--- src/rtl/idsu_pkg.sv ---
`timescale 1ns / 1ps
// ---------------------------------------------------------------------------
// idsu_pkg
// shared types and constants of the pipelined restoring divider
// ---------------------------------------------------------------------------
package idsu_pkg;

   // width of the operand and result ports
   localparam int FIELD_WIDTH = 64;

   // default operand width used inside the divider
   localparam int DEFAULT_DATA_WIDTH = 64;

   // command codes
   localparam logic CMD_UNSIGNED = 1'b0;
   localparam logic CMD_SIGNED   = 1'b1;

   // fix-up flags carried along the cell chain
   typedef struct packed {
      logic neg_quo;
      logic neg_rem;
      logic div_zero;
   } ctl_type;

   // one result as held in the output queue
   typedef struct packed {
      logic [FIELD_WIDTH-1:0] quotient;
      logic [FIELD_WIDTH-1:0] remainder;
      logic                   divide_by_zero;
   } result_type;

endpackage

--- src/rtl/idsu_out_queue.sv ---
`timescale 1ns / 1ps
// ---------------------------------------------------------------------------
// idsu_out_queue
// two-entry result queue that decouples the cell chain from the receiver
// ---------------------------------------------------------------------------
module idsu_out_queue (
   input  logic                   clock,
   input  logic                   reset,
   input  logic                   push,
   input  idsu_pkg::result_type   push_data,
   output logic                   full,
   output logic                   rsp_valid,
   input  logic                   rsp_ready,
   output idsu_pkg::result_type   rsp_data
);

   idsu_pkg::result_type slot_ff [2];
   logic                 wr_ptr_ff;
   logic                 rd_ptr_ff;
   logic [1:0]           count_ff;
   logic                 pop;

   assign pop       = rsp_valid & rsp_ready;
   assign rsp_valid = (count_ff != 2'd0);
   assign full      = (count_ff == 2'd2);
   assign rsp_data  = slot_ff[rd_ptr_ff];

   // pointers and fill count
   always_ff @(posedge clock) begin
      if (reset) begin
         wr_ptr_ff <= 1'b0;
         rd_ptr_ff <= 1'b0;
         count_ff  <= 2'd0;
      end else begin
         if (push) begin
            wr_ptr_ff <= ~wr_ptr_ff;
         end
         if (pop) begin
            rd_ptr_ff <= ~rd_ptr_ff;
         end
         unique case ({push, pop})
            2'b10:   count_ff <= count_ff + 2'd1;
            2'b01:   count_ff <= count_ff - 2'd1;
            default: count_ff <= count_ff;
         endcase
      end
   end

   // entry storage
   always_ff @(posedge clock) begin
      if (push) begin
         slot_ff[wr_ptr_ff] <= push_data;
      end
   end

endmodule

--- config.mk ---
export PLATFORM = sky130hd
export DESIGN_NAME = idsu_out_queue
export DESIGN_NICKNAME = d
export VERILOG_FILES = /design/src/rtl/idsu_pkg.sv /design/src/rtl/idsu_out_queue.sv
export SDC_FILE = /design/constraint.sdc
export NUM_CORES = 1
export LEC_CHECK = 0
export ABC_AREA = 1
export BUFFER_PORTS_ARGS = -buffer_cell sky130_fd_sc_hd__buf_2
export CAP_MARGIN = 20
export CORE_ASPECT_RATIO = 0.9
export CORE_UTILIZATION = 30
export CTS_BUF_LIST = sky130_fd_sc_hd__clkbuf_8
export DETAILED_ROUTE_END_ITERATION = 12
export GPL_TIMING_DRIVEN = 0
export PLACE_DENSITY_LB_ADDON = 0.1
export SLEW_MARGIN = 0
export SYNTH_ARGS = -nofsm -noshare
export SYNTH_HDL_FRONTEND = slang
export SYNTH_SLANG_ARGS = --single-unit
--- constraint.sdc ---
create_clock -name clock -period 7.5 [get_ports clock]
set_input_delay 0.75 -clock clock [delete_from_list [all_inputs] [get_ports clock]]
set_output_delay 0.75 -clock clock [all_outputs]
set_load 0.01 [all_outputs]
==> results_tabular.tex <==
\begin{tabular}{lr}
\hline
Metric & Value \\
\hline
\multicolumn{2}{l}{\textbf{Outcome}} \\
\quad Run status & finished clean \\
\multicolumn{2}{l}{\textbf{Drt}} \\
\quad Post-DR wirelength/cell & about 17 um \\
\quad DRC violation count after routing & 0 \\
\quad Total number of vias & between 5000 and 6000 \\
\quad First drt pass iteration count & 4 \\
\quad DRC marker count from the first detailed-route iteration & $\sim$150 \\
\quad Post-DRT Antenna Nets & 0 \\
\quad Mean number of vias per cell & roughly 4.2 \\
\quad Final WL & $\sim$20000 um \\
\multicolumn{2}{l}{\textbf{STA}} \\
\quad Unrepaired setup endpoints after global routing & false \\
\quad Minimum clock period after layout & about 2.6 ns \\
\quad Top achievable clock speed & between 300 and 400 MHz \\
\quad Final setup violation count & 0 \\
\quad Worst slew pin tran & about 0.76 ns \\
\quad Hold violation total from the final report & 0 \\
\quad Final Skew & 0.01528 ns \\
\quad Final count of pins violating max slew & 0 \\
\quad Slew headroom & between 40\% and 50\% \\
\quad Period utilisation layout & a little over a third \\
\multicolumn{2}{l}{\textbf{CTS}} \\
\quad CTS clk-pin slew, worst paths & roughly 0.060 ns \\
\quad TritonCTS buffer count & 45 \\
\quad Number of hold buffers added after CTS & 0 \\
\quad Post CTS Setup Buffer Count & 0 \\
\quad CTS tree & built \\
\quad H-Tree Level Count & 2 \\
\quad TritonCTS Sinks & 263 \\
\quad Latest clock arrival within the worst-skew pair & between 0.5 and 0.6 ns \\
\quad Resized Gates After CTS & 0 \\
\quad Maximum number of buffers from clock root to sink & 3 \\
\quad Root cell of the clock tree & sky130\_fd\_sc\_hd\_\_clkbuf\_8 \\
\multicolumn{2}{l}{\textbf{Worst setup path}} \\
\quad Required arrival time at the worst endpoint & roughly 6.8 ns \\
\quad Worst-path maximum fanout & 10 \\
\quad Critical path type & reg2out \\
\quad Data arrival time of the critical path & about 1.9 ns \\
\quad Startpoint type of the worst setup path & flop \\
\quad Type of element capturing the critical path & primary output \\
\quad Setup slack of the most critical reg-to-reg path & about 5.7 ns \\
\quad Critical register-to-register path startpoint & wr\_ptr\_ff \\
\multicolumn{2}{l}{\textbf{Synth}} \\
\quad Mapped Nets & about 570 \\
\quad Distinct cells, synth & 13 \\
\quad Sequential element share of the synthesized area & between 80 and 90\% \\
\quad Count of warnings emitted by yosys & 0 \\
\quad Cell count after synthesis & $\sim$440 \\
\quad Synthesized area per cell & between 20 and 25 um\^{}2 \\
\quad Flops \& latches, synth & $\sim$260 \\
\quad Cell area after synthesis & 9588 um\^{}2 \\
\multicolumn{2}{l}{\textbf{Floorplan}} \\
\quad Boundary pin count & 264 \\
\quad Site Rows & 61 \\
\quad Die height & approximately 170 um \\
\quad Die area & $\sim$33000 um\^{}2 \\
\quad Initial Utilization & just over 30\% \\
\quad Width of the die & roughly 190 um \\
\quad Core area & $\sim$31000 um\^{}2 \\
\multicolumn{2}{l}{\textbf{Pwr}} \\
\quad Power after layout & $\sim$3200 uW \\
\quad Power density relative to cell area & roughly 260 nW/um\^{}2 \\
\quad Lkg Pwr & about 0.0046 uW \\
\quad Maximum vdd drop & between 0.0001 and 0.00015 V \\
\multicolumn{2}{l}{\textbf{Global routing}} \\
\quad Global route overflow & 0 \\
\quad GRT Overall Usage & a little under an eighth \\
\quad First-pass GRT wire length & 28910 um \\
\quad Via count of the first global-routing pass & between 5000 and 6000 \\
\quad Pin count of the biggest net entering global routing & between 80 and 90 \\
\quad Number of antenna violations at the first check in global routing & 6 \\
\multicolumn{2}{l}{\textbf{Cells and area}} \\
\quad Cell area after layout & 12300 um\^{}2 \\
\quad Layout fillers & roughly 2900 \\
\quad Nets@finish & roughly 890 \\
\quad Growth of design area from synthesis to finish & 28.25\% \\
\quad Non-filler cells, final & $\sim$1200 \\
\quad Fraction of final layout cells with drive strength greater than 1 & between 50\% and 60\% \\
\multicolumn{2}{l}{\textbf{Placement}} \\
\quad Detailed placer's ending HPWL & around 13000 um \\
\quad Number of port buffers & about 260 \\
\quad Cell area after placement & 11540 um\^{}2 \\
\quad Number of cells after detailed placement & 1115 \\
\quad Weighted congestion reported at the end of routability-driven placement & about 0.71 \\
\multicolumn{2}{l}{\textbf{Job}} \\
\quad Number of max-cap violations & 0 \\
\multicolumn{2}{l}{\textbf{Min path}} \\
\quad Startpoint of the lowest-slack hold path & push\_data[20] \\
\quad Min-Delay Path Class & in2reg \\
\hline
\end{tabular}
[cell usage after synthesis]
master	instances	area (um^2)
sky130_fd_sc_hd__edfxtp_1	258	7747
sky130_fd_sc_hd__mux2_2	129	1453
sky130_fd_sc_hd__buf_6	13	146.4
sky130_fd_sc_hd__nor2_1	10	37.54
sky130_fd_sc_hd__inv_1	9	33.78
sky130_fd_sc_hd__nand2_1	7	26.28
sky130_fd_sc_hd__dfxtp_1	5	100.1
sky130_fd_sc_hd__o21ai_0	2	10.01
sky130_fd_sc_hd__a21oi_1	1	5.000
sky130_fd_sc_hd__buf_2	1	5.000
sky130_fd_sc_hd__ha_1	1	12.51
sky130_fd_sc_hd__nand4_1	1	6.260
sky130_fd_sc_hd__nor3_1	1	5.000
[worst max-delay path: stages, from the launching register on]
cell	delay [ns]
sky130_fd_sc_hd__dfxtp_1	0.39
sky130_fd_sc_hd__buf_6	0.23
sky130_fd_sc_hd__buf_6	0.19
sky130_fd_sc_hd__mux2_2	0.35
sky130_fd_sc_hd__buf_2	0.16
[report_power, final]
part           internal, uW  switching [uW]
Clock                   554             534
Sequential             1700            17.5
Combinational           204             220
[logic make-up after synthesis]
kind of cell | Yosys count | share of synthesized area (%)
flops | 263 | 81.85
mux | 129 | 15.15
buf+inv | 23 | 1.931
simple gates | 19 | 0.7831
compound gates | 3 | 0.1566
fa+ha+maj | 1 | 0.1305
[routing by layer]
metal,vias up,GRT usage (%),part of all wire (%)
met1,2401,13.93,41
met5,-,0,0.065
met2,207,18.32,45
li1,2362,-,-
met3,47,5.652,11
met4,2,4.278,2.1
[layout make-up]
| type | instances | area [um^2] | share of cell area, % |
|---|---|---|---|
| Timing Repair Buffer | 268 | 1424 | 11.58 |
| Clock buffer | 45 | 619.3 | 5.037 |
| Clock inverter | 33 | 128.9 | 1.048 |
| Sequential cell | 263 | 7848 | 63.82 |
| Antenna cell | 5 | 12.51 | 0.1018 |
| Multi-Input combinational cell | 152 | 1563 | 12.71 |
| Buffer | 14 | 151.4 | 1.231 |
| Inverter | 9 | 38.79 | 0.3154 |
| Tap cell | 409 | 511.7 | 4.162 |
[sequential cells by signal (all words and copies together), names as in the netlist, named ones only]
name	count
slot_ff	258
count_ff	2
rd_ptr_ff	1
wr_ptr_ff	1
[worst paths after layout]
path / to / cells past startpoint
min: slot_ff[0][20] / 1
max: rsp_data[78] / 4
min reg2reg: rd_ptr_ff / 2
max reg2reg: slot_ff[0][87] / 3
[stage by stage]
| step | utilization [%] | hold slack, ns | setup WS, ns | setup TNS [ns] |
|---|---|---|---|---|
| 3_5_place_dp | 37.05 | 0.4935 | 5.077 | 0 |
| 6_report | 39.49 | 0.4037 | 4.893 | 0 |
| 2_1_floorplan | - | 0.4648 | 0.6665 | 0 |
| 5_1_grt | 39.46 | 0.3585 | 4.770 | 0 |
| 4_1_cts | 39.45 | 0.3583 | 4.813 | 0 |
| 3_3_place_gp | 36.66 | 0.4784 | -2.628 | -337.73 |
[cell usage in the layout, fill, tap and decap left out]
cell	Yosys	routed
sky130_fd_sc_hd__inv_1	9	26
sky130_fd_sc_hd__inv_6	0	1
sky130_fd_sc_hd__buf_6	13	13
sky130_fd_sc_hd__nor2_1	10	9
sky130_fd_sc_hd__buf_12	0	4
sky130_fd_sc_hd__edfxtp_1	258	258
sky130_fd_sc_hd__a21oi_1	1	1
sky130_fd_sc_hd__nand4_1	1	1
sky130_fd_sc_hd__o21ai_0	2	2
sky130_fd_sc_hd__buf_2	1	264
sky130_fd_sc_hd__clkinv_2	0	4
sky130_fd_sc_hd__ha_1	1	1
sky130_fd_sc_hd__buf_16	0	1
sky130_fd_sc_hd__mux2_2	129	129
sky130_fd_sc_hd__nand2_1	7	7
sky130_fd_sc_hd__clkbuf_8	0	45
sky130_fd_sc_hd__dfxtp_1	5	5
sky130_fd_sc_hd__diode_2	0	5
sky130_fd_sc_hd__nor2_4	0	1
sky130_fd_sc_hd__nor3_1	1	1
sky130_fd_sc_hd__clkinv_1	0	11
(Power assumes the default switching activity.)
