<file path="config.mk">
export PLATFORM = sky130hd
export DESIGN_NAME = idsu_cell
export DESIGN_NICKNAME = d
export VERILOG_FILES = /design/src/rtl/idsu_pkg.sv /design/src/rtl/idsu_cell.sv
export SDC_FILE = /design/constraint.sdc
export NUM_CORES = 1
export LEC_CHECK = 0
export BUFFER_PORTS_ARGS = -buffer_cell sky130_fd_sc_hd__clkbuf_2
export CAP_MARGIN = 10
export CORE_AREA = 2 2 154 156
export DETAILED_ROUTE_END_ITERATION = 10
export DIE_AREA = 0 0 156 158
export GPL_ROUTABILITY_DRIVEN = 0
export PLACE_DENSITY = 0.77
export SYNTH_ARGS = -nofsm -noshare
export SYNTH_HDL_FRONTEND = slang
export SYNTH_SLANG_ARGS = --single-unit
export TNS_END_PERCENT = 10
</file>
<file path="constraint.sdc">
create_clock -name clock -period 4.23 [get_ports clock]
set_input_delay 1.0575 -clock clock [delete_from_list [all_inputs] [get_ports clock]]
set_output_delay 1.0575 -clock clock [all_outputs]
set_load 0.01 [all_outputs]
</file>
<file path="src/rtl/idsu_pkg.sv">
`timescale 1ns / 1ps
// ---------------------------------------------------------------------------
// idsu_pkg
// shared types and constants of the pipelined restoring divider
// ---------------------------------------------------------------------------
package idsu_pkg;

   // width of the operand and result ports
   localparam int FIELD_WIDTH = 64;

   // default operand width used inside the divider
   localparam int DEFAULT_DATA_WIDTH = 64;

   // command codes
   localparam logic CMD_UNSIGNED = 1'b0;
   localparam logic CMD_SIGNED   = 1'b1;

   // fix-up flags carried along the cell chain
   typedef struct packed {
      logic neg_quo;
      logic neg_rem;
      logic div_zero;
   } ctl_type;

   // one result as held in the output queue
   typedef struct packed {
      logic [FIELD_WIDTH-1:0] quotient;
      logic [FIELD_WIDTH-1:0] remainder;
      logic                   divide_by_zero;
   } result_type;

endpackage

</file>
<file path="src/rtl/idsu_cell.sv">
`timescale 1ns / 1ps
// ---------------------------------------------------------------------------
// idsu_cell
// one restoring step: shift in a dividend bit, trial subtract, keep or
// restore, and shift the quotient bit into the freed dividend position
// ---------------------------------------------------------------------------
module idsu_cell #(
   parameter int WIDTH = idsu_pkg::DEFAULT_DATA_WIDTH
) (
   input  logic                 clock,
   input  logic                 reset,
   input  logic                 advance,
   input  logic                 in_valid,
   input  logic [WIDTH-1:0]     in_rem,
   input  logic [WIDTH-1:0]     in_nq,
   input  logic [WIDTH-1:0]     in_divisor,
   input  idsu_pkg::ctl_type    in_ctl,
   output logic                 out_valid,
   output logic [WIDTH-1:0]     out_rem,
   output logic [WIDTH-1:0]     out_nq,
   output logic [WIDTH-1:0]     out_divisor,
   output idsu_pkg::ctl_type    out_ctl
);

   logic             carry;
   logic [WIDTH-1:0] rem_shift;
   logic [WIDTH:0]   diff;
   logic             take;
   logic [WIDTH-1:0] rem_in;
   logic [WIDTH-1:0] nq_in;

   logic             valid_ff;
   logic [WIDTH-1:0] rem_ff;
   logic [WIDTH-1:0] nq_ff;
   logic [WIDTH-1:0] divisor_ff;
   idsu_pkg::ctl_type ctl_ff;

   // trial subtract of the divisor from the shifted partial remainder
   always_comb begin
      carry     = in_rem[WIDTH-1];
      rem_shift = {in_rem[WIDTH-2:0], in_nq[WIDTH-1]};
      diff      = {1'b0, rem_shift} - {1'b0, in_divisor};
      take      = carry | ~diff[WIDTH];
      rem_in    = take ? diff[WIDTH-1:0] : rem_shift;
      nq_in     = {in_nq[WIDTH-2:0], take};
   end

   // stage valid
   always_ff @(posedge clock) begin
      if (reset) begin
         valid_ff <= 1'b0;
      end else if (advance) begin
         valid_ff <= in_valid;
      end
   end

   // stage payload
   always_ff @(posedge clock) begin
      if (advance) begin
         rem_ff     <= rem_in;
         nq_ff      <= nq_in;
         divisor_ff <= in_divisor;
         ctl_ff     <= in_ctl;
      end
   end

   assign out_valid   = valid_ff;
   assign out_rem     = rem_ff;
   assign out_nq      = nq_ff;
   assign out_divisor = divisor_ff;
   assign out_ctl     = ctl_ff;

endmodule

</file>
==> metrics.yaml, run 1 <==
outcome:
  status: "completed"
die:
  ios: 395
  fp-row-count: 56
  core_area_mm2: 0.0231
  start_util: 0.472
  die_area_mm2: 0.0246
  die-width_um: 156
  die_h_um: 158
timing:
  finalHoldViolCount: 0
  slew_headroom: 0.430
  timing.final.ws_setup_ns: 0.406
  final-setup-viol-count: 0
  layout_min_cycle_time_ns: 3.82
  fmax_mhz: 262
  post-route-period-util: 0.904
  slew_viol_final: 0
  fin_setup_tns_ns: 0
  rsz0062_at_grt: "false"
  skew_ns: 0
  tightestPinTransition_ns: 0.854
place:
  portBuffers: 394
  place_ws_ns: -0.0341
  dp_hpwl_um: 25200
power_and_ir_drop:
  switching_share: 0.312
  p_seq_frac: 0.449
  p_int_mw: 3.76
  p_comb_frac: 0.256
  power.net_switching_mw: 1.71
  p_leak_nw: 6.39
  clockPowerShare: 0.295
  p_per_area_mw_per_mm2: 390
  ir_worst_vdd_v: 0.000217
final_layout:
  fill_cells: 1946
  diodes: 0
  multi_input_area_mm2: 0.00447
  drive_above_1_share: 0.343
  syn_to_final_growth_pct: 28.8
  nNetsFinal: 1690
  seq_area_mm2: 0.00588
clock_network:
  insertion_delay_ns: 0.43
  cts_buffers: 17
  cts-htree-levels: 4
  cts_root_buffer: "clkbuf_16"
  clockBufferDepth: 2
  clkSinkCount: 196
  cts_tree: "yes"
  post_cts_buffers: 0
  hold_buffers: 0
  clk_pin_slew_worst_paths_ns: 0.08
  ctsResizeCount: 0
setup_path:
  setup.worst_path.class: "in -> reg"
  critPathLaunchType: "primary input"
  worstPathArrival_ns: 4.00
  worst_ep_required_time_ns: 4.41
  cp-end-kind: "flip-flop"
  cp_max_fo: 43
synth:
  synthCells: 1008
  yosysTopAreaCell: "edfxtp_1"
  syn_nets: 1272
  synth-edff-count: 195
  synth_ff_type: "edfxtp_1"
  avgSynthCellArea_um2: 10.8
  ys_ff_latch: 196
  yosys-top-cells-count: "edfxtp_1 (195), a21oi_1 (113), nor2_1 (97)"
  synth_area_mm2: 0.0109
  yosysMostFrequentCell: "edfxtp_1"
  yosys_warnings: 0
  synth-async-reset-ratio: 0
  yosys.area.top_type_share: 0.538
  synth_area_leaders: "edfxtp_1 (54%), ha_1 (7.4%), a21oi_1 (5.2%)"
  synth-seq-area-share: 0.540
  ys_types: 69
worst_hold_path:
  hold_class: "reg -> reg"
routing:
  wl_um: 31400
  final_antenna_net_count: 0
  dr.first_iter.drc_count: 600
  vias: 9483
  viasPerCell: 5.49
  wl_per_cell_um: 18.1
  dr.pass1.iters: 7
  drcViolationCount: 0
global_route:
  grt_overflow: 0
  grt_pass1_wl_um: 47300
  antenna_found_initial: 0
  track_usage: 0.248
  grt_max_degree: 102
  grt_pass1_vias: 9150
job:
  drv_cap: 0
## registers in the layout (all words and copies together) (netlist names)
name,cells
out_rem,64
out_valid,1
out_ctl,3
out_nq,64
out_divisor,64
## layout make-up
type,instances,area share
Clock buffer,17,0.0304
Clock inverter,14,0.0113
Inverter,81,0.0217
Multi-Input combinational cell,687,0.319
Sequential cell,196,0.419
Tap cell,290,0.0259
Timing Repair Buffer,443,0.172
## through the flow
| step | hold slack, ns | cells | util | area (µm²) | total power [mW] |
|---|---|---|---|---|---|
| 3_3_place_gp | 0.473 | 1697 | 0.582 | 13400 | 3.86 |
| 3_5_place_dp | 0.491 | 1697 | 0.582 | 13400 | 3.89 |
| 5_1_grt | 0.565 | 1728 | 0.608 | 14000 | 5.72 |
| 4_1_cts | 0.514 | 1728 | 0.608 | 14000 | 5.50 |
| 2_1_floorplan | 0.528 | 1008 | - | 10900 | 3.29 |
| 6_report | 0.512 | 1728 | 0.608 | 14000 | 5.47 |
## cell usage in the layout (no fill, tap or decap), drive strengths merged, types with 5 or more instances in the layout
master / instances
a211oi: 13
a21o: 29
a21oi: 114
a31oi: 6
and2: 5
and4: 5
buf: 49
clkbuf: 411
clkinv: 7
edfxtp: 195
ha: 64
inv: 88
nand2: 71
nand2b: 5
nand3: 18
nand4: 25
nor2: 97
nor2b: 5
nor3: 21
o211ai: 10
o21a: 18
o21ai: 48
o21bai: 14
o31ai: 10
or3: 6
xnor2: 29
xor2: 20
## metal layers
layer / track usage / vias up / part of all wire
met5: 0 / - / 0
met4: 0.0869 / 0 / 0.025
met3: 0.0556 / 45 / 0.074
met2: 0.441 / 408 / 0.50
met1: 0.298 / 4467 / 0.40
li1: - / 4563 / -
## power groups by stage
| stage | Sequential (mW) | Clock (mW) | Combinational, mW |
|---|---|---|---|
| 3_5_place_dp | 2.50 | 0 | 1.39 |
| 4_1_cts | 2.46 | 1.65 | 1.40 |
| 3_3_place_gp | 2.50 | 0 | 1.36 |
| 5_1_grt | 2.48 | 1.71 | 1.53 |
| 6_report | 2.45 | 1.62 | 1.40 |
| 2_1_floorplan | 2.61 | 0 | 0.679 |
## worst paths after layout
check                startpoint     endpoint  slack, ns  cells past startpoint
hold reg to reg       out_valid    out_valid       0.51                      2
hold / removal        out_valid    out_valid       0.51                      2
setup reg to reg      out_valid    out_valid       3.64                      2
setup / recovery  in_divisor[5]  out_rem[57]       0.41                     15
## logic make-up (layout without fill, tap and decap cells)
group | Yosys count | in the layout | share of synthesized area
multiplexers | 2 | 2 | 0.00195
XOR/XNOR | 49 | 49 | 0.0394
AO/OA/AOI/OAI | 293 | 293 | 0.172
buffers and inverters | 125 | 555 | 0.0489
flip-flops | 196 | 196 | 0.540
adder cells (fa/ha/maj) | 65 | 65 | 0.0754
AND/OR/NAND/NOR | 278 | 278 | 0.122
## critical path: stages
cell	delay (ns)
clkbuf_2	0.10
inv_1	0.04
ha_1	0.28
a21o_1	0.19
a211o_1	0.29
o21a_1	0.23
o31ai_4	0.29
a2111oi_2	0.11
buf_4	0.16
or4_4	0.52
nand2_2	0.13
inv_2	0.07
buf_12	0.17
o21ai_0	0.28
nor3_2	0.07
No activity file was read; power rests on OpenSTA's default activity.
==> inputs of run 2 (changes only) <==
Clock period 4.23 ns to 5 ns, I/O delays scaled along.
==> run 2 against run 1 <==
Net effect: worst setup slack improved by 0.29 ns; non-clock buffer count decreased by 39; critical path type unchanged; power down 15%; wire length up 0.45%; critical endpoint is now out_rem[49]; via count decreased by 1.9%; global-route usage down 0.31 points.
==> metrics.yaml, run 2 (synthesis gave the netlist of run 1 again) <==
timing:
  fmax_mhz: 232
  layout_min_cycle_time_ns: 4.30
  rsz0062_at_grt: "false"
  fin_setup_tns_ns: 0
  skew_ns: 0
  slew_viol_final: 0
  tightestPinTransition_ns: 0.626
  slew_headroom: 0.579
  final-setup-viol-count: 0
  finalHoldViolCount: 0
  post-route-period-util: 0.860
  timing.final.ws_setup_ns: 0.698
global_route:
  grt_pass1_wl_um: 46800
  grt_overflow: 0
  grt_max_degree: 104
  track_usage: 0.245
  grt_pass1_vias: 8973
  antenna_found_initial: 2
place:
  place_ws_ns: 0.256
  dp_hpwl_um: 24700
  place_area_mm2: 0.0131
  portBuffers: 394
die:
  fp-row-count: 56
  die_area_mm2: 0.0246
  die_h_um: 158
  ios: 395
  start_util: 0.472
  die-width_um: 156
  core_area_mm2: 0.0231
worst_hold_path:
  holdPathStages: 2
  hold_class: "reg -> reg"
clock_network:
  clockBufferDepth: 2
  cts_tree: "yes"
  insertion_delay_ns: 0.43
  cts-htree-levels: 4
  ctsResizeCount: 0
  hold_buffers: 0
  cts_root_buffer: "clkbuf_16"
  post_cts_buffers: 0
  clk_pin_slew_worst_paths_ns: 0.08
  clkSinkCount: 196
  cts_buffers: 17
power_and_ir_drop:
  p_leak_nw: 6.19
  power_mw: 4.63
  ir_worst_vdd_v: 0.000218
  p_per_area_mw_per_mm2: 338
routing:
  viasPerCell: 5.50
  dr.first_iter.drc_count: 724
  drcViolationCount: 0
  wl_per_cell_um: 18.6
  wl_um: 31500
  final_antenna_net_count: 0
  vias: 9306
  dr.pass1.iters: 5
job:
  drv_cap: 0
final_layout:
  stdcell_area_mm2: 0.0137
  drive_above_1_share: 0.324
  final_common_cell: "clkbuf_2"
  nNetsFinal: 1651
  final_cell_mix: "clkbuf_2 (393), edfxtp_1 (195), a21oi_1 (113)"
  syn_to_final_growth_pct: 26.0
outcome:
  status: "completed"
setup_path:
  worst_ep_required_time_ns: 5.18
  r2r_cells: 2
  setup.worst_path.class: "in -> reg"
  worstPathArrival_ns: 4.49
  critPathLaunchType: "primary input"
  cp-end-kind: "flip-flop"
  cp_max_fo: 26
run 2: changes by cell type in the layout (fill, tap and decap cells not counted), sizes merged:
cell	before	now
buf	49	10
clkbuf	411	412
clkinv	7	5
diode	0	2
inv	88	90
run 2: final timing paths:
check | end | startpoint | slack, ns
hold reg to reg | out_valid | out_valid | 0.52
setup / recovery | out_rem[49] | in_nq[63] | 0.70
hold / removal | out_valid | out_valid | 0.52
setup reg to reg | out_valid | out_valid | 4.42
run 2: per-stage QoR:
step | hold WS [ns] | instances | util
2_1_floorplan | 0.528 | 1008 | -
3_3_place_gp | 0.472 | 1658 | 0.568
3_5_place_dp | 0.499 | 1658 | 0.568
4_1_cts | 0.518 | 1690 | 0.594
5_1_grt | 0.571 | 1692 | 0.595
6_report | 0.515 | 1692 | 0.595
run 2: area by class of cell:
| class | instances | area [µm²] |
|---|---|---|
| antenna | 2 | 5.00 |
| timing repair buffer | 404 | 2080 |
| inverter | 81 | 304 |
| tap | 290 | 363 |
| fill | 2005 | 9350 |
| sequential | 196 | 5880 |
| multi-input combinational | 687 | 4470 |
| clock inverter | 14 | 175 |
| clock buffer | 18 | 429 |
run 2: routing by layer:
layer,vias to the layer above,global-route usage,wire length (µm),share of wire
li1,4497,-,-,-
met1,4320,0.294,12200,0.39
met2,429,0.435,15800,0.50
met3,60,0.0539,2580,0.082
met4,0,0.0896,867,0.028
met5,-,0,0,0
run 2: critical path: stages:
cell	delay, ns
clkbuf_2	0.09
inv_1	0.04
ha_1	0.22
fa_1	0.40
nand2b_1	0.18
a21oi_1	0.33
o21a_1	0.29
o31ai_4	0.10
a2111oi_2	0.48
or4_4	0.27
nand2_2	0.08
inv_2	0.13
buf_4	0.29
nand2_1	0.08
o221a_2	0.24
run 2: power by group:
| group | internal [mW] | leakage (nW) | switching, mW |
|---|---|---|---|
| logic | 0.450 | 3.98 | 0.691 |
| registers | 2.03 | 1.92 | 0.0484 |
| clock network | 0.687 | 0.293 | 0.726 |
| total | 3.16 | 6.19 | 1.47 |
==> inputs of run 3 (changes only) <==
Settings changed: CAP_MARGIN 10 to not set, CTS_BUF_LIST set to sky130_fd_sc_hd__clkbuf_16.
==> run 3 against run 2 <==
Net effect: register-to-register slack barely moved; clock skew unchanged; combinational power about the same; sequential share of layout area did not move; utilization unchanged; first-iteration DRC count is the same; count of clock-buffer cells in the layout decreased by 1; flip-flop and latch count unchanged; global-route usage unchanged; power hardly changed; sequential power is essentially flat; critical path type unchanged; largest cell class unchanged; largest power group unchanged; highest routed layer unchanged.
==> metrics.yaml, run 3 (synthesis gave the netlist of run 1 again) <==
setup_path:
  setup.worst_path.class: "in -> reg"
  worst_ep_required_time_ns: 5.18
  cp_max_fo: 26
  worstPathArrival_ns: 4.49
  critPathLaunchType: "primary input"
  cp-end-kind: "flip-flop"
final_layout:
  stdcell_area_mm2: 0.0137
  drive_above_1_share: 0.324
  seq_area_mm2: 0.00588
  syn_to_final_growth_pct: 26.0
  fin_cells: 1692
  multi_input_area_mm2: 0.00447
  final_cell_mix: "clkbuf_2 (393), edfxtp_1 (195), a21oi_1 (113)"
  nNetsFinal: 1651
  fill_cells: 2005
  final_common_cell: "clkbuf_2"
place:
  place_area_mm2: 0.0131
  placedCellCount: 1658
  dp_hpwl_um: 24700
  portBuffers: 394
  place_ws_ns: 0.256
routing:
  drcViolationCount: 0
  viasPerCell: 5.51
  wl_per_cell_um: 18.6
  dr.pass1.iters: 5
  wl_um: 31500
  dr.first_iter.drc_count: 724
  final_antenna_net_count: 0
  vias: 9316
global_route:
  grt_max_degree: 104
  grt_pass1_wl_um: 46800
  grt_overflow: 0
  grt_pass1_vias: 8973
  antenna_found_initial: 2
  track_usage: 0.245
clock_network:
  post_cts_buffers: 0
  cts_buffers: 17
  clk_pin_slew_worst_paths_ns: 0.08
  cts_root_buffer: "clkbuf_16"
  insertion_delay_ns: 0.43
  cts-htree-levels: 4
  clkSinkCount: 196
  clockBufferDepth: 2
  ctsResizeCount: 0
  hold_buffers: 0
  cts_tree: "yes"
worst_hold_path:
  hold_class: "reg -> reg"
die:
  die_h_um: 158
  fp-row-count: 56
  start_util: 0.472
  ios: 395
  die-width_um: 156
  core_area_mm2: 0.0231
  die_area_mm2: 0.0246
timing:
  tightestPinTransition_ns: 0.626
  rsz0062_at_grt: "false"
  post-route-period-util: 0.861
  fmax_mhz: 232
  finalHoldViolCount: 0
  skew_ns: 0
  slew_viol_final: 0
  final-setup-viol-count: 0
  timing.final.ws_setup_ns: 0.697
  layout_min_cycle_time_ns: 4.30
  slew_headroom: 0.579
  fin_setup_tns_ns: 0
power_and_ir_drop:
  p_per_area_mw_per_mm2: 338
  p_leak_nw: 6.19
  power_mw: 4.63
  ir_worst_vdd_v: 0.000218
job:
  drv_cap: 0
outcome:
  status: "completed"
run 3: changes by cell type in the layout (fill, tap and decap cells not counted):
cell,previous run,this run
inv_1,80,81
clkbuf_1,1,0
run 3: critical path, stage by stage:
cell and delay, ns:
clkbuf_2 0.09, inv_1 0.04, ha_1 0.22, fa_1 0.40
nand2b_1 0.18, a21oi_1 0.33, o21a_1 0.29, o31ai_4 0.10
a2111oi_2 0.48, or4_4 0.27, nand2_2 0.08, inv_2 0.13
buf_4 0.29, nand2_1 0.08, o221a_2 0.24
run 3: per-layer routing:
metal / track usage / share of wire
met2: 0.435 / 0.50
met4: 0.0896 / 0.028
met3: 0.0539 / 0.082
met5: 0 / 0
met1: 0.294 / 0.39
run 3: final timing paths:
check | from | end | slack (ns) | cells after the start
max reg2reg | out_valid | out_valid | 4.42 | 2
min | out_valid | out_valid | 0.52 | 2
min reg2reg | out_valid | out_valid | 0.52 | 2
max | in_nq[63] | out_rem[49] | 0.70 | 15
run 3: final cells by class:
class                   instances  area share
flip-flops and latches        196       0.429
multi-input cells             687       0.326
inverters                      81      0.0222
clock inverters                15      0.0131
well taps                     290      0.0265
diodes                          2    0.000365
repair buffers                404       0.152
clock buffers                  17      0.0310
run 3: stage by stage:
stage | hold slack, ns | util
after global placement | 0.472 | 0.568
after CTS | 0.518 | 0.594
after floorplan | 0.528 | -
after global routing | 0.571 | 0.595
after detailed placement | 0.499 | 0.568
final | 0.515 | 0.595
run 3: report_power, final:
part / total (mW) / internal [mW] / switching (mW)
registers: 2.07 / 2.03 / 0.0483
clock network: 1.41 / 0.685 / 0.727
logic: 1.14 / 0.450 / 0.691
total: 4.63 / 3.16 / 1.47
